===== config.mk =====
export PLATFORM = sky130hd
export DESIGN_NAME = lcd_mode_line_sequencer_top
export DESIGN_NICKNAME = d
export VERILOG_FILES = /design/src/rtl/core/lmls_pkg.sv /design/src/rtl/core/lcd_mode_line_sequencer_top.sv /design/src/rtl/core/lmls_step.sv
export SDC_FILE = /design/constraint.sdc
export NUM_CORES = 1
export LEC_CHECK = 0
export BUFFER_PORTS_ARGS = -buffer_cell sky130_fd_sc_hd__buf_2
export CORE_ASPECT_RATIO = 1.1
export CORE_UTILIZATION = 49
export DETAILED_ROUTE_END_ITERATION = 16
export PLACE_DENSITY = 0.67
export SLEW_MARGIN = 20
export SYNTH_ARGS = -nofsm -noshare
export SYNTH_HDL_FRONTEND = slang
export SYNTH_HIERARCHICAL = 1
export SYNTH_SLANG_ARGS = --single-unit

===== constraint.sdc =====
create_clock -name clk -period 12.14 [get_ports clk]
set_input_delay 0.607 -clock clk [delete_from_list [all_inputs] [get_ports clk]]
set_output_delay 0.607 -clock clk [all_outputs]
set_load 0.01 [all_outputs]

===== src/rtl/core/lmls_pkg.sv =====
// Package for the LCD mode and scanline sequencer.
// Mode codes, line timing constants and shared types; no dependencies.
`default_nettype none

package lmls_pkg;

    localparam int unsigned VISIBLE_LINES_DEF = 144;
    localparam int unsigned TOTAL_LINES_DEF   = 154;

    localparam int unsigned CYCLES_W  = 8;
    localparam int unsigned ELAPSED_W = 16;
    localparam int unsigned LINE_W    = 8;
    localparam int unsigned IN_DATA_W  = 8;
    localparam int unsigned OUT_DATA_W = 16;

    localparam logic [ELAPSED_W-1:0] ELAPSED_MAX  = 16'hFFFF;
    localparam logic [ELAPSED_W-1:0] LEN_HBLANK   = 16'd204;
    localparam logic [ELAPSED_W-1:0] LEN_VLINE    = 16'd456;
    localparam logic [ELAPSED_W-1:0] LEN_SEARCH   = 16'd80;
    localparam logic [ELAPSED_W-1:0] LEN_TRANSFER = 16'd172;

    typedef enum logic [1:0] {
        MODE_HBLANK   = 2'd0,
        MODE_VBLANK   = 2'd1,
        MODE_SEARCH   = 2'd2,
        MODE_TRANSFER = 2'd3
    } lcd_mode_t;

    typedef struct packed {
        logic [ELAPSED_W-1:0] elapsed;
        lcd_mode_t            mode;
        logic [LINE_W-1:0]    line;
    } seq_state_t;

    typedef struct packed {
        logic vblank_request;
        logic render_request;
    } seq_flags_t;

endpackage

`default_nettype wire


===== src/rtl/core/lcd_mode_line_sequencer_top.sv =====
// Top level of the LCD mode and scanline sequencer.
// Depends on lmls_pkg and lmls_step.
//
// Usage:
//   s_tdata[7:0] carries each word's unsigned CPU time step, added to elapsed.
//   Each accepted input word yields exactly one output word on m_tdata:
//   [1:0] lcd_mode, [9:2] line, [10] vblank_request, [11] render_request.
//   cfg_wr_en/cfg_wr_data[0] write lcd_enable; write only while idle.
//   Path: an accepted word passes through the input register, then the
//   result register, to m_tvalid; it moves on when the output is free.
//   Throughput: one word per clock while m_tready is high; the mode/line/
//   elapsed state updates as a word moves from the input register to the
//   output register, so back-to-back words never wait on each other.
//   Stall: while m_tready is low, the result holds and one more word may
//   sit in the input register; s_tready drops only when both are full.
//   Reset: state returns to h-blank, line 0, elapsed 0, lcd_enable 1;
//   both registers empty.
`default_nettype none

module lcd_mode_line_sequencer_top #(
    parameter int unsigned VISIBLE_LINES = lmls_pkg::VISIBLE_LINES_DEF,
    parameter int unsigned TOTAL_LINES   = lmls_pkg::TOTAL_LINES_DEF
) (
    input  wire  logic                            clk,
    input  wire  logic                            rst_n,
    input  wire  logic                            s_tvalid,
    output logic                                  s_tready,
    input  wire  logic [lmls_pkg::IN_DATA_W-1:0]  s_tdata,   // [7:0] cycles
    output logic                                  m_tvalid,
    input  wire  logic                            m_tready,
    output logic [lmls_pkg::OUT_DATA_W-1:0]       m_tdata,   // [1:0] lcd_mode, [9:2] line,
                                                             // [10] vblank_request,
                                                             // [11] render_request
    input  wire  logic                            cfg_wr_en,
    input  wire  logic [0:0]                      cfg_wr_data // [0] lcd_enable
);
    import lmls_pkg::*;

    logic                 in_valid_reg;
    logic [CYCLES_W-1:0]  in_cycles_reg;
    logic                 out_valid_reg;
    logic [OUT_DATA_W-1:0] out_data_reg;
    logic                 lcd_enable_reg;
    seq_state_t           state_reg;
    seq_state_t           state_next;
    seq_flags_t           flags;
    logic                 advance;
    logic                 s_accept;

    lmls_step #(
        .VISIBLE_LINES (VISIBLE_LINES),
        .TOTAL_LINES   (TOTAL_LINES)
    ) u_step (
        .cycles     (in_cycles_reg),
        .lcd_enable (lcd_enable_reg),
        .state_cur  (state_reg),
        .state_nxt  (state_next),
        .flags      (flags)
    );

    assign advance  = in_valid_reg && (!out_valid_reg || m_tready);
    assign s_tready = !in_valid_reg || advance;
    assign s_accept = s_tvalid && s_tready;
    assign m_tvalid = out_valid_reg;
    assign m_tdata  = out_data_reg;

    always_ff @(posedge clk or negedge rst_n)
    begin
        if (!rst_n)
        begin
            in_valid_reg   <= 1'b0;
            out_valid_reg  <= 1'b0;
            lcd_enable_reg <= 1'b1;
            state_reg      <= '{elapsed: '0, mode: MODE_HBLANK, line: '0};
        end
        else
        begin
            if (cfg_wr_en)
                lcd_enable_reg <= cfg_wr_data[0];
            if (s_accept)
                in_valid_reg <= 1'b1;
            else if (advance)
                in_valid_reg <= 1'b0;
            if (advance)
            begin
                out_valid_reg <= 1'b1;
                state_reg     <= state_next;
            end
            else if (m_tready)
            begin
                out_valid_reg <= 1'b0;
            end
        end
    end

    always_ff @(posedge clk)
    begin
        if (s_accept)
            in_cycles_reg <= s_tdata[CYCLES_W-1:0];
        if (advance)
            out_data_reg <= {4'b0000, flags.render_request, flags.vblank_request,
                             state_next.line, state_next.mode};
    end

    a_vblank_mode: assert property (@(posedge clk) disable iff (!rst_n)
        (m_tvalid && m_tdata[10]) |-> (m_tdata[1:0] == MODE_VBLANK))
        else $error("vblank request without v-blank mode");

    a_render_mode: assert property (@(posedge clk) disable iff (!rst_n)
        (m_tvalid && m_tdata[11]) |->
            (m_tdata[1:0] == MODE_SEARCH || m_tdata[1:0] == MODE_VBLANK))
        else $error("render request outside a line end");

    a_advance_fills: assert property (@(posedge clk) disable iff (!rst_n)
        advance |=> out_valid_reg)
        else $error("result register not loaded");

    a_ready_low: assert property (@(posedge clk) disable iff (!rst_n)
        !s_tready |-> (in_valid_reg && out_valid_reg && !m_tready))
        else $error("input stalled without backpressure");

endmodule

`default_nettype wire


===== src/rtl/core/lmls_step.sv =====
// Next-state logic of the LCD mode sequencer: at most one mode transition per word.
// Depends on lmls_pkg.
`default_nettype none

module lmls_step #(
    parameter int unsigned VISIBLE_LINES = lmls_pkg::VISIBLE_LINES_DEF,
    parameter int unsigned TOTAL_LINES   = lmls_pkg::TOTAL_LINES_DEF
) (
    input  wire  logic [lmls_pkg::CYCLES_W-1:0] cycles,
    input  wire  logic                          lcd_enable,
    input  wire  lmls_pkg::seq_state_t          state_cur,
    output lmls_pkg::seq_state_t                state_nxt,
    output lmls_pkg::seq_flags_t                flags
);
    import lmls_pkg::*;

    localparam logic [LINE_W-1:0] VIS_LINE = LINE_W'(VISIBLE_LINES);
    localparam logic [LINE_W-1:0] TOT_LINE = LINE_W'(TOTAL_LINES);

    logic [ELAPSED_W:0]   sum;
    logic [ELAPSED_W-1:0] el_sat;
    logic [LINE_W-1:0]    line_inc;

    always_comb
    begin
        sum      = {1'b0, state_cur.elapsed} + {{(ELAPSED_W+1-CYCLES_W){1'b0}}, cycles};
        el_sat   = sum[ELAPSED_W] ? ELAPSED_MAX : sum[ELAPSED_W-1:0];
        line_inc = state_cur.line + 8'd1;

        state_nxt.elapsed    = el_sat;
        state_nxt.mode       = state_cur.mode;
        state_nxt.line       = state_cur.line;
        flags.vblank_request = 1'b0;
        flags.render_request = 1'b0;

        case (state_cur.mode)
            MODE_HBLANK:
            begin
                if (el_sat >= LEN_HBLANK)
                begin
                    state_nxt.elapsed = el_sat - LEN_HBLANK;
                    if (lcd_enable)
                    begin
                        flags.render_request = (state_cur.line < VIS_LINE);
                        state_nxt.line       = line_inc;
                        if (line_inc >= VIS_LINE)
                        begin
                            flags.vblank_request = 1'b1;
                            state_nxt.mode       = MODE_VBLANK;
                        end
                        else
                        begin
                            state_nxt.mode = MODE_SEARCH;
                        end
                    end
                end
            end
            MODE_VBLANK:
            begin
                if (lcd_enable && (el_sat >= LEN_VLINE))
                begin
                    state_nxt.elapsed = el_sat - LEN_VLINE;
                    state_nxt.line    = line_inc;
                    if (line_inc == TOT_LINE)
                    begin
                        state_nxt.line = '0;
                        state_nxt.mode = MODE_SEARCH;
                    end
                end
            end
            MODE_SEARCH:
            begin
                if (el_sat >= LEN_SEARCH)
                begin
                    state_nxt.elapsed = el_sat - LEN_SEARCH;
                    state_nxt.mode    = MODE_TRANSFER;
                end
            end
            MODE_TRANSFER:
            begin
                if (el_sat >= LEN_TRANSFER)
                begin
                    state_nxt.elapsed = el_sat - LEN_TRANSFER;
                    state_nxt.mode    = MODE_HBLANK;
                end
            end
            default:
            begin
                state_nxt.mode = MODE_HBLANK;
            end
        endcase
    end

endmodule

`default_nettype wire


==> impl_metrics.toml <==
[worst_setup_path]
slowest_stage = "nand3_1"
slowest_delay_ns = 0.54
r2r_cells = 16
critPathCaptureType = "register"
crit_chain = "ha_1, fa_1, a211oi_2, o211ai_2, nand3_1, nand2_1, inv_1, ha_1, nand2_1, a311oi_4, a31oi_2, and4_1, nor3_2, nor2_1, xor2_1, mux2_4"
timing.rr.end = "state_reg[24]"
startpoint_type = "register"
crit_path_start = "in_cycles_reg[0]"
worstPathArrival_ns = 5.54
critical-path-top-delay-family = "simple AND/OR/NAND/NOR gates"
path_buf_inv = 1
critPathRequiredTime_ns = 12.35
reg2reg_from = "in_cycles_reg[0]"
critPathKind = "register to register"
path_max_fanout = 17
regToRegSetupSlack_ns = 6.81

[detailed_routing]
drc = 0
wl_per_cell_um = 18.6
dr.pass1.iters = 5
dr.first_iter.drc_count = 261
antenna_left = 0
routed_wl_um = 11200
vias = 3755
vias_per_cell = 6.26

[clocking]
post_cts_resize_count = 0
numClockSinks = 49
cts.clk_slew.worst_paths_ns = 0.10
cts_buffers = 5
cts_hold_buffers = 0
cts_buffer_depth = 2
cts_setup_buffers = 0
clk_latency_ns = 0.31
cts_root_buf = "clkbuf_8"
cts_tree = "built"
htreeDepth = 2

[floorplan]
start_util = 0.515
num_io_pins = 32
die_area_um2 = 9360
die_y_um = 101
core-area_um2 = 8540
die-width_um = 92.4
row_count = 35

[placed_design]
placed_cell_area_um2 = 4570
place_congestion = 0.966
hpwl_um = 8370
dp_slack_ns = 6.91
numPortBuffers = 27

[synthesis]
synth_area_per_cell_um2 = 9.32
synth_area_um2 = 4400
synthArstFlopShare = 0.592
synth.most_common_cell = "nand2_1"
synth-edff-count = 20
synthTopCellsByCount = "49 x nand2_1, 28 x dfrtp_1, 26 x a21oi_1"
ys_seq_area_frac = 0.302
synth_top_area_frac = 0.159
ys_ff_latch = 49
synth-main-ff-cell = "dfrtp_1"
yosysWarningCount = 6
syn_inst = 472
synth.distinct_cells = 81
yosys-top-cells-area = "dfrtp_1 16%, edfxtp_1 14%, mux2_4 6.5%, ha_1 5.1%, nand2_1 4.2%"
synth_top_area_cell = "dfrtp_1"

[sta]
worstMarginPinSlew_ns = 0.777
rsz0062_at_grt = "false"
finalCritPeriodShare = 0.439
setup-tns-final_ns = 0
relSlewSlack = 0.480
fmax_mhz = 188
setup_viol = 0
period_needed_ns = 5.33
final_hold_viol_count = 0
clock_skew_ns = 0.00850
setup_ws_ns = 6.81
drv_slew = 0

[outcome]
status = "complete, no violations"

[cells_and_area]
num_antenna_cells = 0
largest_reg_flops = 26
layout.nets = 521
drive_above_1_share = 0.211
area_growth_syn_to_layout_pct = 6.14
nFillCells = 785
fin_area_um2 = 4670

[global_routing]
grt_pass1_vias = 3535
use_met3 = 0.0285
grt_use_met2 = 0.445
gr-max-usage-layer = "met2"
overflow = 0
antenna_found_initial = 0
grt_max_degree = 40
use_met1 = 0.314
groute.usage.overall = 0.248
grt_pass1_wl_um = 18200

[run]
maxCapViolCount = 0

[hold_path]
hold_path_class = "primary input to asynchronous set/reset pin"
==> how the worst max path moves through the flow <==
stage | slack, ns | end | cells past startpoint
after global routing | 6.59 | state_reg[16] | 16
final | 6.81 | state_reg[24] | 16
after global placement | 6.67 | state_reg[5] | 15
after detailed placement | 6.91 | state_reg[24] | 16
after CTS | 6.88 | state_reg[24] | 16
after floorplan | 7.79 | state_reg[14] | 18
==> cells in the final DEF (no fill, tap or decap), types with 7 or more instances in the layout <==
cell type | Yosys | final
o31ai_1 | 7 | 7
nand2b_1 | 9 | 9
dfrtp_1 | 28 | 28
o21ai_0 | 16 | 16
edfxtp_1 | 20 | 20
o211ai_1 | 8 | 8
and3_1 | 10 | 10
xnor2_1 | 18 | 18
inv_1 | 14 | 14
ha_1 | 18 | 18
nor2_1 | 24 | 24
a21o_1 | 9 | 9
mux2_2 | 12 | 12
a21oi_1 | 26 | 26
buf_2 | 4 | 27
nand2_1 | 49 | 49
mux2_4 | 19 | 19
nand3_1 | 23 | 23
nor3_1 | 12 | 12
==> worst register-to-register path: stages, from the launching register on <==
cell and delay, ns:
edfxtp_1 0.38, ha_1 0.26, fa_1 0.49, a211oi_2 0.38, o211ai_2 0.18, nand3_1 0.55, nand2_1 0.30, inv_1 0.22
ha_1 0.33, nand2_1 0.16, a311oi_4 0.46, a31oi_2 0.39, and4_1 0.34, nor3_2 0.26, nor2_1 0.11, xor2_1 0.17
mux2_4 0.26
==> cell type report <==
class / instances / area [um^2] / area share
Tap cell: 111 / 139 / 0.0297
Clock buffer: 6 / 82.6 / 0.0177
Sequential cell: 49 / 1330 / 0.284
Inverter: 14 / 52.6 / 0.0113
Clock inverter: 2 / 13.8 / 0.00295
Multi-Input combinational cell: 389 / 2910 / 0.622
Timing Repair Buffer: 29 / 150 / 0.0321
==> through the flow <==
step | hold WS [ns] | utilization | cells
final | 0.351 | 0.547 | 600
after global routing | 0.406 | 0.547 | 600
after CTS | 0.365 | 0.547 | 600
after detailed placement | 0.503 | 0.536 | 592
after global placement | 0.497 | 0.535 | 592
after floorplan | 0.311 | - | 475
==> cells by family after synthesis <==
family	Yosys count	synth area share
AND/OR/NAND/NOR	174	0.212
AO/OA/AOI/OAI	135	0.237
flip-flops	49	0.302
buffers and inverters	37	0.0421
multiplexers	31	0.0955
XOR/XNOR	26	0.0552
adder cells (fa/ha/maj)	19	0.0557
other	1	0.000852
==> metal layers <==
layer | vias up | part of all wire
li1 | 1803 | -
met1 | 1809 | 0.43
met2 | 119 | 0.51
met3 | 24 | 0.040
met4 | 0 | 0.018
met5 | - | 0
Power is left out: the tool's default activity adds up to more than one toggle a clock period on the data nets, which glitch-free logic cannot reach.
